--- config.mk ---
export PLATFORM = sky130hd
export DESIGN_NAME = dshot_telemetry_decoder
export DESIGN_NICKNAME = d
export VERILOG_FILES = /design/src/hdl/dshtd_pkg.sv /design/src/hdl/dshtd_fifo.sv /design/src/hdl/dshtd_front.sv /design/src/hdl/dshtd_back.sv /design/src/hdl/dshot_telemetry_decoder.sv
export VERILOG_INCLUDE_DIRS = /design/src /design/src/hdl
export SDC_FILE = /design/constraint.sdc
export NUM_CORES = 1
export LEC_CHECK = 0
export BUFFER_PORTS_ARGS = -buffer_cell sky130_fd_sc_hd__buf_2
export CAP_MARGIN = 20
export CORE_MARGIN = 2
export CORE_UTILIZATION = 40
export CTS_CLUSTER_DIAMETER = 40
export DETAILED_ROUTE_END_ITERATION = 16
export PLACE_DENSITY_LB_ADDON = 0.15
export SLEW_MARGIN = 20
export SYNTH_ARGS = -nofsm -noshare
export SYNTH_HDL_FRONTEND = slang
export SYNTH_SLANG_ARGS = --single-unit
--- constraint.sdc ---
create_clock -name clk -period 7.1 [get_ports clk]
set_input_delay 0.355 -clock clk [delete_from_list [all_inputs] [get_ports clk]]
set_output_delay 0.355 -clock clk [all_outputs]
set_load 0.03 [all_outputs]
--- src/hdl/dshot_telemetry_decoder_assert.svh ---
// Assertion macros used by the telemetry decoder back end.
`ifndef DSHOT_TELEMETRY_DECODER_ASSERT_SVH
`define DSHOT_TELEMETRY_DECODER_ASSERT_SVH

// a implies b in the same cycle
`define DTD_ASSERT_IMPL(lbl, clk, rst_n, a, b) \
	lbl: assert property (@(posedge clk) disable iff (!rst_n) (a) |-> (b)) \
		else $error("decoder check failed");

// a implies b in the next cycle
`define DTD_ASSERT_NEXT(lbl, clk, rst_n, a, b) \
	lbl: assert property (@(posedge clk) disable iff (!rst_n) (a) |=> (b)) \
		else $error("decoder check failed");

`endif

--- src/hdl/dshtd_pkg.sv ---
// Shared types, constants and lookup functions of the telemetry decoder.
package dshtd_pkg;

	localparam int COUNT_WIDTH_DEF = 32;
	localparam int QUEUE_DEPTH = 2;
	localparam int RUN_MAX = 16;
	localparam int GCR_BITS = 21;
	localparam logic [25:0] RPM_NUM = 26'd60000000;
	localparam logic [4:0] VOLT_SCALE = 5'd25;

	localparam logic [2:0] ERR_NONE   = 3'd0;
	localparam logic [2:0] ERR_START  = 3'd1;
	localparam logic [2:0] ERR_RUN    = 3'd2;
	localparam logic [2:0] ERR_FEW    = 3'd3;
	localparam logic [2:0] ERR_SYMBOL = 3'd4;
	localparam logic [2:0] ERR_CRC    = 3'd5;

	localparam logic [1:0] REG_POLE_PAIRS = 2'd0;
	localparam logic [1:0] REG_TEMP_CODE  = 2'd1;
	localparam logic [1:0] REG_VOLT_CODE  = 2'd2;
	localparam logic [1:0] REG_CURR_CODE  = 2'd3;

	localparam logic [4:0] SYM_BAD = 5'd16;

	typedef struct packed {
		logic [2:0]  err;
		logic [11:0] payload;
	} entry_t;

	typedef struct packed {
		logic [7:0] pole_pairs;
		logic [3:0] temp_code;
		logic [3:0] volt_code;
		logic [3:0] curr_code;
	} cfg_t;

	// GCR bits produced by a run of n equal samples
	function automatic logic [2:0] run_bits(input logic [4:0] run);
		logic [2:0] r;
		case (run)
			5'd1, 5'd2, 5'd3: r = 3'd1;
			5'd4, 5'd5, 5'd6: r = 3'd2;
			5'd7, 5'd8, 5'd9, 5'd10: r = 3'd3;
			5'd11, 5'd12, 5'd13: r = 3'd4;
			5'd14, 5'd15, 5'd16: r = 3'd5;
			default: r = 3'd0;
		endcase
		return r;
	endfunction

	function automatic logic [4:0] sym_to_nib(input logic [4:0] s);
		logic [4:0] n;
		case (s)
			5'h09: n = 5'h9;
			5'h0A: n = 5'hA;
			5'h0B: n = 5'hB;
			5'h0D: n = 5'hD;
			5'h0E: n = 5'hE;
			5'h0F: n = 5'hF;
			5'h12: n = 5'h2;
			5'h13: n = 5'h3;
			5'h15: n = 5'h5;
			5'h16: n = 5'h6;
			5'h17: n = 5'h7;
			5'h19: n = 5'h0;
			5'h1A: n = 5'h8;
			5'h1B: n = 5'h1;
			5'h1D: n = 5'h4;
			5'h1E: n = 5'hC;
			default: n = SYM_BAD;
		endcase
		return n;
	endfunction

endpackage

--- src/hdl/dshtd_fifo.sv ---
// Small synchronous queue between the decode front and the update back.
module dshtd_fifo #(
	parameter int WIDTH = 15,
	parameter int DEPTH = dshtd_pkg::QUEUE_DEPTH
) (
	input  logic             clk,
	input  logic             arst_n,
	input  logic             push,
	input  logic [WIDTH-1:0] wdata,
	output logic             full,
	input  logic             pop,
	output logic [WIDTH-1:0] rdata,
	output logic             not_empty
);
	localparam int PW = (DEPTH > 1) ? $clog2(DEPTH) : 1;
	localparam int CW = $clog2(DEPTH + 1);

	logic [WIDTH-1:0] mem_q [DEPTH];
	logic [PW-1:0] wr_q, rd_q;
	logic [CW-1:0] cnt_q;

	assign full = (cnt_q == CW'(DEPTH));
	assign not_empty = (cnt_q != '0);
	assign rdata = mem_q[rd_q];

	always_ff @(posedge clk) begin
		if (push && !full) begin
			mem_q[wr_q] <= wdata;
		end
	end

	always_ff @(posedge clk or negedge arst_n) begin
		if (!arst_n) begin
			wr_q <= '0;
			rd_q <= '0;
			cnt_q <= '0;
		end else begin
			if (push && !full) begin
				wr_q <= (wr_q == PW'(DEPTH - 1)) ? '0 : PW'(wr_q + 1'b1);
			end
			if (pop && not_empty) begin
				rd_q <= (rd_q == PW'(DEPTH - 1)) ? '0 : PW'(rd_q + 1'b1);
			end
			case ({push && !full, pop && not_empty})
				2'b10: cnt_q <= CW'(cnt_q + 1'b1);
				2'b01: cnt_q <= CW'(cnt_q - 1'b1);
				default: cnt_q <= cnt_q;
			endcase
		end
	end
endmodule

--- src/hdl/dshtd_front.sv ---
// Front end: start check, serial run-length decode, GCR and CRC check.
module dshtd_front (
	input  logic               clk,
	input  logic               arst_n,
	input  logic               in_valid,
	output logic               in_ready,
	input  logic [63:0]        raw,
	output logic               q_push,
	output dshtd_pkg::entry_t  q_entry,
	input  logic               q_full
);
	localparam logic [2:0] F_IDLE  = 3'd0;
	localparam logic [2:0] F_SCAN  = 3'd1;
	localparam logic [2:0] F_FLUSH = 3'd2;
	localparam logic [2:0] F_TRIM  = 3'd3;
	localparam logic [2:0] F_CHECK = 3'd4;
	localparam logic [2:0] F_PUSH  = 3'd5;

	logic [2:0]  st_q;
	logic [62:0] sh_q;
	logic [5:0]  cnt_q;
	logic [4:0]  run_q;
	logic        level_q;
	logic [31:0] acc_q;
	logic [6:0]  nbits_q;
	logic [19:0] gcr_q;
	dshtd_pkg::entry_t res_q;

	logic [2:0]  len;
	logic [31:0] acc_push;
	logic [6:0]  shift;
	logic [31:0] trimmed;
	logic [4:0]  nib [4];
	logic        sym_bad;
	logic [15:0] word;
	logic [11:0] payload;
	logic [3:0]  crc;

	// append the pending run to the accumulator
	always_comb begin
		len = dshtd_pkg::run_bits(run_q);
		acc_push = acc_q << len;
		if (level_q) begin
			acc_push = acc_push | ((32'd1 << len) - 32'd1);
		end
	end

	always_comb begin
		shift = 7'(nbits_q - 7'(dshtd_pkg::GCR_BITS));
		trimmed = (shift >= 7'd32) ? 32'd0 : (acc_q >> shift[4:0]);
	end

	always_comb begin
		sym_bad = 1'b0;
		for (int i = 0; i < 4; i++) begin
			nib[i] = dshtd_pkg::sym_to_nib(gcr_q[19 - 5*i -: 5]);
			if (nib[i] == dshtd_pkg::SYM_BAD) begin
				sym_bad = 1'b1;
			end
		end
		word = {nib[0][3:0], nib[1][3:0], nib[2][3:0], nib[3][3:0]};
		payload = word[15:4];
		crc = ~(payload[3:0] ^ payload[7:4] ^ payload[11:8]);
	end

	assign in_ready = (st_q == F_IDLE);
	assign q_push = (st_q == F_PUSH) && !q_full;
	assign q_entry = res_q;

	always_ff @(posedge clk or negedge arst_n) begin
		if (!arst_n) begin
			st_q <= F_IDLE;
		end else begin
			case (st_q)
				F_IDLE: begin
					if (in_valid) begin
						st_q <= raw[63] ? F_PUSH : F_SCAN;
					end
				end
				F_SCAN: begin
					if (sh_q[62] == level_q && run_q == 5'(dshtd_pkg::RUN_MAX)) begin
						st_q <= F_PUSH;
					end else if (cnt_q == 6'd62) begin
						st_q <= F_FLUSH;
					end
				end
				F_FLUSH: st_q <= F_TRIM;
				F_TRIM: st_q <= (nbits_q < 7'(dshtd_pkg::GCR_BITS)) ? F_PUSH : F_CHECK;
				F_CHECK: st_q <= F_PUSH;
				F_PUSH: begin
					if (!q_full) begin
						st_q <= F_IDLE;
					end
				end
				default: st_q <= F_IDLE;
			endcase
		end
	end

	always_ff @(posedge clk) begin
		case (st_q)
			F_IDLE: begin
				sh_q <= raw[62:0];
				cnt_q <= '0;
				run_q <= 5'd1;
				level_q <= 1'b0;
				acc_q <= '0;
				nbits_q <= '0;
				res_q <= '{err: dshtd_pkg::ERR_START, payload: '0};
			end
			F_SCAN: begin
				sh_q <= {sh_q[61:0], 1'b0};
				cnt_q <= 6'(cnt_q + 1'b1);
				if (sh_q[62] != level_q) begin
					acc_q <= acc_push;
					nbits_q <= 7'(nbits_q + 7'(len));
					level_q <= ~level_q;
					run_q <= 5'd1;
				end else begin
					run_q <= 5'(run_q + 1'b1);
					if (run_q == 5'(dshtd_pkg::RUN_MAX)) begin
						res_q.err <= dshtd_pkg::ERR_RUN;
					end
				end
			end
			F_FLUSH: begin
				acc_q <= acc_push;
				nbits_q <= 7'(nbits_q + 7'(len));
			end
			F_TRIM: begin
				gcr_q <= trimmed[19:0] ^ trimmed[20:1];
				res_q.err <= dshtd_pkg::ERR_FEW;
			end
			F_CHECK: begin
				res_q.payload <= payload;
				if (sym_bad) begin
					res_q.err <= dshtd_pkg::ERR_SYMBOL;
				end else if (word[3:0] != crc) begin
					res_q.err <= dshtd_pkg::ERR_CRC;
				end else begin
					res_q.err <= dshtd_pkg::ERR_NONE;
				end
			end
			default: ;
		endcase
	end
endmodule

--- src/hdl/dshtd_back.sv ---
// Back end: stored values, counters, rpm divider and result register.
`include "dshot_telemetry_decoder_assert.svh"
module dshtd_back #(
	parameter int COUNT_WIDTH = dshtd_pkg::COUNT_WIDTH_DEF
) (
	input  logic               clk,
	input  logic               arst_n,
	input  dshtd_pkg::cfg_t    cfg,
	input  logic               q_valid,
	input  dshtd_pkg::entry_t  q_entry,
	output logic               q_pop,
	output logic               out_valid,
	input  logic               out_ready,
	output logic [151:0]       out_data
);
	localparam logic [1:0] B_IDLE = 2'd0;
	localparam logic [1:0] B_MUL  = 2'd1;
	localparam logic [1:0] B_DIV  = 2'd2;
	localparam logic [1:0] B_EMIT = 2'd3;

	logic [1:0]  st_q;
	logic [15:0] period_q, per_q;
	logic [25:0] rpm_q, quo_q;
	logic [7:0]  temp_q, curr_q;
	logic [12:0] volt_q;
	logic [COUNT_WIDTH-1:0] reads_q, errors_q;
	logic [23:0] div_q, rem_q;
	logic [4:0]  dcnt_q;
	logic        ok_q, erpm_q;
	logic [2:0]  code_q;
	logic [3:0]  ety_q;
	logic [7:0]  eval_q;
	logic        out_valid_q;
	logic [151:0] out_data_q;

	logic [24:0] trial;
	logic        fits;
	logic [3:0]  ty;

	assign trial = {rem_q, dshtd_pkg::RPM_NUM[dcnt_q]};
	assign fits = (trial >= {1'b0, div_q});
	assign ty = q_entry.payload[11:8];
	assign q_pop = (st_q == B_IDLE) && q_valid;
	assign out_valid = out_valid_q;
	assign out_data = out_data_q;

	always_ff @(posedge clk or negedge arst_n) begin
		if (!arst_n) begin
			st_q <= B_IDLE;
			period_q <= '0;
			rpm_q <= '0;
			temp_q <= '0;
			volt_q <= '0;
			curr_q <= '0;
			reads_q <= '0;
			errors_q <= '0;
			out_valid_q <= 1'b0;
		end else begin
			// in B_EMIT the valid flag is handled below
			if (out_valid_q && out_ready && st_q != B_EMIT) begin
				out_valid_q <= 1'b0;
			end
			case (st_q)
				B_IDLE: begin
					if (q_valid) begin
						reads_q <= COUNT_WIDTH'(reads_q + 1'b1);
						if (q_entry.err != dshtd_pkg::ERR_NONE) begin
							errors_q <= COUNT_WIDTH'(errors_q + 1'b1);
							st_q <= B_EMIT;
						end else if (q_entry.payload[8]) begin
							period_q <= 16'({7'd0, q_entry.payload[8:0]} << q_entry.payload[11:9]);
							st_q <= B_MUL;
						end else begin
							if (ty == cfg.temp_code) begin
								temp_q <= q_entry.payload[7:0];
							end else if (ty == cfg.volt_code) begin
								volt_q <= 13'(q_entry.payload[7:0] * dshtd_pkg::VOLT_SCALE);
							end else if (ty == cfg.curr_code) begin
								curr_q <= q_entry.payload[7:0];
							end
							st_q <= B_EMIT;
						end
					end
				end
				B_MUL: st_q <= (cfg.pole_pairs == '0) ? B_EMIT : B_DIV;
				B_DIV: begin
					if (dcnt_q == '0) begin
						rpm_q <= {quo_q[24:0], fits};
						st_q <= B_EMIT;
					end
				end
				B_EMIT: begin
					if (!out_valid_q || out_ready) begin
						out_valid_q <= 1'b1;
						st_q <= B_IDLE;
					end
				end
				default: st_q <= B_IDLE;
			endcase
		end
	end

	always_ff @(posedge clk) begin
		case (st_q)
			B_IDLE: begin
				ok_q <= (q_entry.err == dshtd_pkg::ERR_NONE);
				code_q <= q_entry.err;
				erpm_q <= (q_entry.err == dshtd_pkg::ERR_NONE) && q_entry.payload[8];
				per_q <= 16'({7'd0, q_entry.payload[8:0]} << q_entry.payload[11:9]);
				if (q_entry.err == dshtd_pkg::ERR_NONE && !q_entry.payload[8]) begin
					ety_q <= ty;
					eval_q <= q_entry.payload[7:0];
				end else begin
					ety_q <= '0;
					eval_q <= '0;
				end
			end
			B_MUL: begin
				div_q <= per_q * cfg.pole_pairs;
				rem_q <= '0;
				quo_q <= '0;
				dcnt_q <= 5'd25;
			end
			B_DIV: begin
				rem_q <= fits ? 24'(trial - {1'b0, div_q}) : trial[23:0];
				quo_q <= {quo_q[24:0], fits};
				dcnt_q <= 5'(dcnt_q - 1'b1);
			end
			B_EMIT: begin
				if (!out_valid_q || out_ready) begin
					out_data_q <= {32'(errors_q), 32'(reads_q), curr_q, volt_q, temp_q,
						rpm_q, period_q, eval_q, ety_q, erpm_q, code_q, ok_q};
				end
			end
			default: ;
		endcase
	end

	`DTD_ASSERT_IMPL(a_pop_idle, clk, arst_n, q_pop, st_q == B_IDLE)
	`DTD_ASSERT_NEXT(a_err_emit, clk, arst_n, q_pop && q_entry.err != dshtd_pkg::ERR_NONE, st_q == B_EMIT)
	`DTD_ASSERT_IMPL(a_ok_code, clk, arst_n, out_valid_q, out_data_q[0] == (out_data_q[3:1] == dshtd_pkg::ERR_NONE))
	`DTD_ASSERT_IMPL(a_div_cnt, clk, arst_n, st_q == B_DIV, dcnt_q <= 5'd25)
endmodule

--- src/hdl/dshot_telemetry_decoder.sv ---
// Top level of the bidirectional DShot telemetry decoder.
// Usage:
//  - s_axis: one 64-bit oversampled telemetry word per transaction, MSB
//    received first. m_axis: one 152-bit result per input transaction.
//  - cfg_wr_en/cfg_index/cfg_wdata write pole pairs (0) and the
//    temperature (1), voltage (2) and current (3) type codes; write only
//    while the decoder is idle.
//  - The front scans one sample per cycle, then flushes the last run,
//    trims and checks symbols and CRC. The back stores an extended
//    value directly; for an eRPM frame it multiplies the period by the
//    pole pairs and, unless 0, runs a 26-step restoring divide for the rpm.
//  - The front takes a new word only once the previous one has been
//    pushed into the queue.
//  - A two-entry queue between front and back, and the result register,
//    let the front keep taking words while the receiver stalls; once
//    both fill, s_axis_tready stays low until the result is taken.
//  - Reset clears stored values, counters and config to their defaults
//    (7, 2, 4, 6) and empties the queue.
module dshot_telemetry_decoder #(
	parameter int COUNT_WIDTH = dshtd_pkg::COUNT_WIDTH_DEF
) (
	input  logic         clk,
	input  logic         arst_n,
	input  logic         s_axis_tvalid,
	output logic         s_axis_tready,
	input  logic [63:0]  s_axis_tdata,   // raw_sample
	output logic         m_axis_tvalid,
	input  logic         m_axis_tready,
	// frame_ok, error_code, is_erpm, ext_type, ext_value, period_out, rpm_out,
	// temp_out, volt_out, curr_out, reads_out, errors_out
	output logic [151:0] m_axis_tdata,
	input  logic         cfg_wr_en,
	input  logic [1:0]   cfg_index,
	input  logic [7:0]   cfg_wdata
);
	dshtd_pkg::cfg_t   cfg_q;
	dshtd_pkg::entry_t push_entry, pop_entry;
	logic q_push, q_full, q_pop, q_valid;

	always_ff @(posedge clk or negedge arst_n) begin
		if (!arst_n) begin
			cfg_q <= '{pole_pairs: 8'd7, temp_code: 4'd2, volt_code: 4'd4, curr_code: 4'd6};
		end else if (cfg_wr_en) begin
			case (cfg_index)
				dshtd_pkg::REG_POLE_PAIRS: cfg_q.pole_pairs <= cfg_wdata;
				dshtd_pkg::REG_TEMP_CODE:  cfg_q.temp_code <= cfg_wdata[3:0];
				dshtd_pkg::REG_VOLT_CODE:  cfg_q.volt_code <= cfg_wdata[3:0];
				dshtd_pkg::REG_CURR_CODE:  cfg_q.curr_code <= cfg_wdata[3:0];
				default: ;
			endcase
		end
	end

	dshtd_front u_front (
		.clk      (clk),
		.arst_n   (arst_n),
		.in_valid (s_axis_tvalid),
		.in_ready (s_axis_tready),
		.raw      (s_axis_tdata),
		.q_push   (q_push),
		.q_entry  (push_entry),
		.q_full   (q_full)
	);

	dshtd_fifo #(
		.WIDTH ($bits(dshtd_pkg::entry_t)),
		.DEPTH (dshtd_pkg::QUEUE_DEPTH)
	) u_fifo (
		.clk       (clk),
		.arst_n    (arst_n),
		.push      (q_push),
		.wdata     (push_entry),
		.full      (q_full),
		.pop       (q_pop),
		.rdata     (pop_entry),
		.not_empty (q_valid)
	);

	dshtd_back #(
		.COUNT_WIDTH (COUNT_WIDTH)
	) u_back (
		.clk       (clk),
		.arst_n    (arst_n),
		.cfg       (cfg_q),
		.q_valid   (q_valid),
		.q_entry   (pop_entry),
		.q_pop     (q_pop),
		.out_valid (m_axis_tvalid),
		.out_ready (m_axis_tready),
		.out_data  (m_axis_tdata)
	);
endmodule
==> results of run 1 <==
-- layout make-up --
class	instances	area [um^2]
well taps	1134	1420
clock buffers	118	2680
flip-flops and latches	631	17900
diodes	1	2.50
inverters	199	747
fillers	7464	43300
clock inverters	72	873
repair buffers	329	2070
multi-input cells	1929	14900
-- layer usage --
metal  wire length [um]  part of all wire, %  global-route usage, %
met4               1960                  2.5                   5.63
met5                 11                0.014                      0
met1              34500                   45                   23.6
met3               3030                  3.9                   2.70
met2              37600                   49                   30.3
-- Yosys cell counts, types with 24 or more instances --
| cell type | n |
|---|---|
| edfxtp_1 | 442 |
| nand2_1 | 372 |
| inv_1 | 195 |
| nor2_1 | 161 |
| dfrtp_1 | 158 |
| and2_1 | 151 |
| ha_1 | 134 |
| xnor2_1 | 118 |
| a21oi_1 | 107 |
| mux2i_1 | 100 |
| mux2_2 | 93 |
| fa_1 | 89 |
| o21ai_0 | 85 |
| clkbuf_1 | 69 |
| xor2_1 | 43 |
| mux4_2 | 41 |
| nand3_1 | 37 |
| nor3_1 | 36 |
| and3_1 | 35 |
| nor2b_1 | 29 |
| dfxtp_1 | 24 |
| nand4_1 | 24 |
-- final timing paths --
path / end / cells after the start
max in group asynchronous: cfg_q[17]$_DFFE_PN0P_ / 3
min in group asynchronous: u_back.errors_q[31]$_DFFE_PN0P_ / 2
setup / recovery: u_back.div_q[23]$_DFFE_PP_ / 16
setup reg to reg: u_back.div_q[23]$_DFFE_PP_ / 16
hold / removal: u_front.sh_q[52]$_DFFE_PN_ / 3
hold reg to reg: u_back.out_data[4]$_DFFE_PP_ / 0
-- worst max-delay path, delay by kind of cell (launching register included) --
kind	cells	cell delay [ns]
AOI/OAI and AO/OA	5	1.45
buffers and inverters	3	0.15
and+or+nand+nor	2	0.32
adders and majority gates	5	2.46
xor gates and xnor gates	1	0.13
DFF	1	0.72
-- per-stage QoR --
| step | instance area (um^2) | hold slack (ns) |
|---|---|---|
| 3_3_place_gp | 36400 | 0.406 |
| 2_1_floorplan | 34000 | 0.0594 |
| 4_1_cts | 40600 | 0.00234 |
| 6_report | 40600 | 0.0305 |
| 5_1_grt | 40600 | 0.0318 |
| 3_5_place_dp | 36400 | 0.405 |
-- sequential cells by signal, summed over array words and instances, names as in the netlist, 20 cells and up --
signal,flops
u_back.out_data,152
u_front.sh_q,63
u_back.errors_q,32
u_back.reads_q,32
u_front.acc_q,32
u_fifo.mem_q,30
u_back.rpm_q,26
u_back.quo_q,25
u_back.div_q,24
u_back.rem_q,24
cfg_q,20
u_front.gcr_q,20
u_front.nib,20
-- logic make-up after synthesis --
group / Yosys count / share of synthesized area, %
muxes: 240 / 9.00
DFF: 631 / 52.6
buffers and inverters: 304 / 3.53
adders and majority gates: 223 / 10.2
xor gates and xnor gates: 164 / 4.32
and+or+nand+nor: 921 / 12.9
AOI/OAI and AO/OA: 380 / 7.38
other: 1 / 0.0110
-- layout by cell type, fill, tap and decap left out, types with 69 or more instances in the layout --
| cell type | n |
|---|---|
| dlygate4sd3_1 | 69 |
| nor2_1 | 159 |
| fa_1 | 89 |
| xnor2_1 | 118 |
| o21ai_0 | 85 |
| clkbuf_16 | 103 |
| nand2_1 | 371 |
| mux2i_1 | 98 |
| a21oi_1 | 107 |
| edfxtp_1 | 442 |
| mux2_2 | 93 |
| ha_1 | 132 |
| inv_1 | 194 |
| buf_2 | 231 |
| and2_1 | 149 |
| dfrtp_1 | 158 |
-- what timing repair did --
action / 4_1_cts / 5_1_grt
hold buffers: 69 / 0
gates resized for setup: 0 / 0
endpoints found under the hold margin: 141 / 0
==> results.cfg, run 1 <==
[route]
viasPerCell = 5.11
drt_iter0_markers = 1294
wl_um = 77100
ant_nets = 0
drc = 0
routedWlPerCell_um = 17.5
dr.pass1.iters = 5
via_count = 22561

[timing]
tightest_slew_ns = 1.05
hold_violations = 0
slew_violations = 0
finalCriticalPeriod_ns = 5.47
fin_crit_sh_pct = 77.1
fmax_mhz = 183
fin_skew_ns = 0.0367
worst_slack_ns = 1.63
rsz0062_at_grt = no
max_slew_margin_pct = 29.7
setup_tns_ns = 0
finalSetupViolations = 0

[clocking]
cts_tree = yes
clock_path_buffers = 3
cts_inserted_buffers = 100
h-tree-depth = 3
cts_sinks = 631
clkTransAtPathRegs_ns = 0.05
insertion_delay_ns = 0.67
cts-root-buf = clkbuf_16
post-cts-setup-buffers = 0

[setup_path]
crit_chain = nand2_1, fa_1, fa_1, inv_1, fa_1, inv_1, fa_1, inv_1, ha_1, o21ai_0, a2111oi_0, nor2_1, a21oi_1, a21o_1, o41ai_1, xnor2_1
startpoint = cfg_q[19]$_DFFE_PN0P_
slowest_delay_ns = 0.80
critical_path_class = reg -> reg
worst_path_max_delay_cell = a2111oi_0
timing.rr.start = cfg_q[19]$_DFFE_PN0P_
r2r_slack_ns = 1.63
worstSetupStartpointType = register
worstPathMaxFanout = 18
cp.arrival_ns = 5.85
worst_path_most_repeated_cell = fa_1
required_ns = 7.48
worstSetupEndpointType = register

[floorplan]
ioPinCount = 233
chipWidth_um = 296
die_h_um = 296
start_util_pct = 40.5
num_rows = 106
dieArea_um2 = 87300
coreArea_um2 = 84000

[yosys]
synth_nets = 3166
synth_enable_flop_cells = 442
synth_seq_area_share_pct = 52.6
netlist_area_um2 = 34000
ys.warnings.count = 0
synth_top_area_share_pct = 39.0
yosys_register_bits = 631
syn_inst = 2864
ys.flop_type = edfxtp_1
synth_area_leaders = edfxtp_1, dfrtp_1, fa_1
synth.distinct_cells = 103
postSynthAreaPerCell_um2 = 11.9
synthArstFlopShare_pct = 26.1
yosys.area.top_type = edfxtp_1

[placed_design]
port-buffer-count = 232
gp_congestion = 0.829
hpwlAfterDp_um = 54000
dp_slack_ns = 1.71
dp.cells = 4153

[min_path]
hold_start = s_axis_tdata[52]
hold_class = in -> reg

[finish]
syn_to_final_growth_pct = 19.5
fin_nets = 3492
fin_util_pct = 48.4
final_cells = 4413
drive_gt1_share_pct = 19.1

[grt]
grt_util_all_layers_pct = 17.9
antenna_found_initial = 1
grt_max_degree = 79
grt_pass1_wl_um = 125000
grt_overflow = 0
grt_pass1_vias = 23330

[status]
status = completed

[job]
cap_violations = 0
Power of run 1 is not shown: default switching activity piles up to over one toggle a cycle in this logic, so the estimate is an artifact.
==> run 2, diff against run 1 <==
==> constraint.sdc (replaced) <==
create_clock -name clk -period 5.15 [get_ports clk]
set_input_delay 0.2575 -clock clk [delete_from_list [all_inputs] [get_ports clk]]
set_output_delay 0.2575 -clock clk [all_outputs]
set_load 0.03 [all_outputs]
==> results.cfg, run 2 (synthesis gave the netlist of run 1 again) <==
[setup_path]
cp.arrival_ns = 5.32
worst_path_max_delay_cell = fa_1
path_buf_inv = 4
worstPathMaxFanout = 6
critical_path_class = reg -> reg
worstSetupEndpointType = register
cpLargestDelayFamily = adder cells
required_ns = 5.51
crit_chain = buf_4, and2_1, fa_1, fa_1, fa_1, inv_1, fa_1, inv_1, ha_1, or2_4, a21oi_4, buf_4, o311ai_2, nand2_1, a21oi_2, a211o_1, a21oi_1, xnor2_1
worst_path_most_repeated_cell = fa_1
worstSetupStartpointType = register
slowest_delay_ns = 0.57

[grt]
grt_pass1_vias = 23343
grt_max_degree = 66
antenna_found_initial = 3
grt_overflow = 0
grt_pass1_wl_um = 125000
grt_util_all_layers_pct = 17.7

[timing]
fin_crit_sh_pct = 96.3
fin_skew_ns = 0.0643
setup_tns_ns = 0
max_slew_margin_pct = 38.1
worst_slack_ns = 0.192
hold_violations = 0
finalCriticalPeriod_ns = 4.96
whs_ns = 0.0444
rsz0062_at_grt = yes
tightest_slew_ns = 0.928
slew_violations = 0
fmax_mhz = 202
finalSetupViolations = 0

[clocking]
cts-root-buf = clkbuf_16
cts_sinks = 631
cts_tree = yes
h-tree-depth = 3
clock_path_buffers = 3
clkTransAtPathRegs_ns = 0.05
cts_inserted_buffers = 102
insertion_delay_ns = 0.67

[finish]
layout_common_cells = edfxtp_1, nand2_1, buf_2
layout_commonest_cell = edfxtp_1
syn_to_final_growth_pct = 21.9
largest_register_ffs = 152
multi_input_area_um2 = 15000
drive_gt1_share_pct = 20.9
fin_nets = 3542
seq_area_um2 = 17900
final_area_um2 = 41400
fillers = 7482

[floorplan]
die_h_um = 296
ioPinCount = 233
dieArea_um2 = 87300
num_rows = 106
coreArea_um2 = 84000
start_util_pct = 40.5
chipWidth_um = 296

[route]
drt_iter0_markers = 1058
ant_nets = 0
via_count = 22783
drc = 0
wl_um = 77100
viasPerCell = 5.10
routedWlPerCell_um = 17.3
dr.pass1.iters = 5

[placed_design]
hpwlAfterDp_um = 54700
gp_congestion = 0.839
placed_cell_area_um2 = 36600
dp_slack_ns = -0.0548
port-buffer-count = 232

[job]
cap_violations = 0

[min_path]
hold_class = in -> reg

[status]
status = completed
==> run 2: area by class of cell <==
class | count | area share (%)
clock inverters | 76 | 2.70
multi-input cells | 1929 | 36.3
flip-flops and latches | 631 | 43.2
inverters | 199 | 1.80
diodes | 2 | 0.0121
repair buffers | 377 | 5.91
clock buffers | 118 | 6.63
well taps | 1134 | 3.43
==> run 2: timing repair <==
action | in CTS | in global routing
hold buffers | 74 | 0
pin swaps | 0 | 11
hold endpoints to repair | 134 | 0
setup buffers | 0 | 8
resized for setup | 3 | 26
setup endpoints to repair | 1 | 6
==> run 2: worst paths after layout <==
check	from	to	slack [ns]	depth (start not counted)
setup / recovery	cfg_q[16]$_DFFE_PN0P_	u_back.div_q[22]$_DFFE_PP_	0.19	18
hold / removal	s_axis_tvalid	u_front.st_q[1]$_DFFE_PN0P_	0.04	4
setup reg to reg	cfg_q[16]$_DFFE_PN0P_	u_back.div_q[22]$_DFFE_PP_	0.19	18
hold reg to reg	u_back.period_q[6]$_DFFE_PN0P_	u_back.out_data[23]$_DFFE_PP_	0.40	0
max in group asynchronous	arst_n	cfg_q[16]$_DFFE_PN0P_	3.74	3
min in group asynchronous	arst_n	u_back.errors_q[31]$_DFFE_PN0P_	0.09	2
==> run 2: routing by layer <==
metal	GRT usage, %	vias up	wire [um]	share of wire (%)
li1	-	10906	-	-
met1	23.5	11309	34900	45
met2	29.9	422	37300	48
met3	2.80	144	2920	3.8
met4	5.55	2	2040	2.6
met5	0	-	13	0.017
==> run 2: metrics by stage <==
step	cells	util [%]
2_1_floorplan	2864	-
3_3_place_gp	4188	43.6
3_5_place_dp	4188	43.6
4_1_cts	4456	49.1
5_1_grt	4466	49.3
6_report	4466	49.3
==> run 2: worst register-to-register path: stages (launching register included) <==
cell and delay (ns):
dfrtp_2 0.44, buf_4 0.16, and2_1 0.16, fa_1 0.57
fa_1 0.47, fa_1 0.56, inv_1 0.06, fa_1 0.53
inv_1 0.04, ha_1 0.30, or2_4 0.26, a21oi_4 0.18
buf_4 0.16, o311ai_2 0.12, nand2_1 0.12, a21oi_2 0.07
a211o_1 0.27, a21oi_1 0.18, xnor2_1 0.08
Power of run 2 is left out for the same reason.
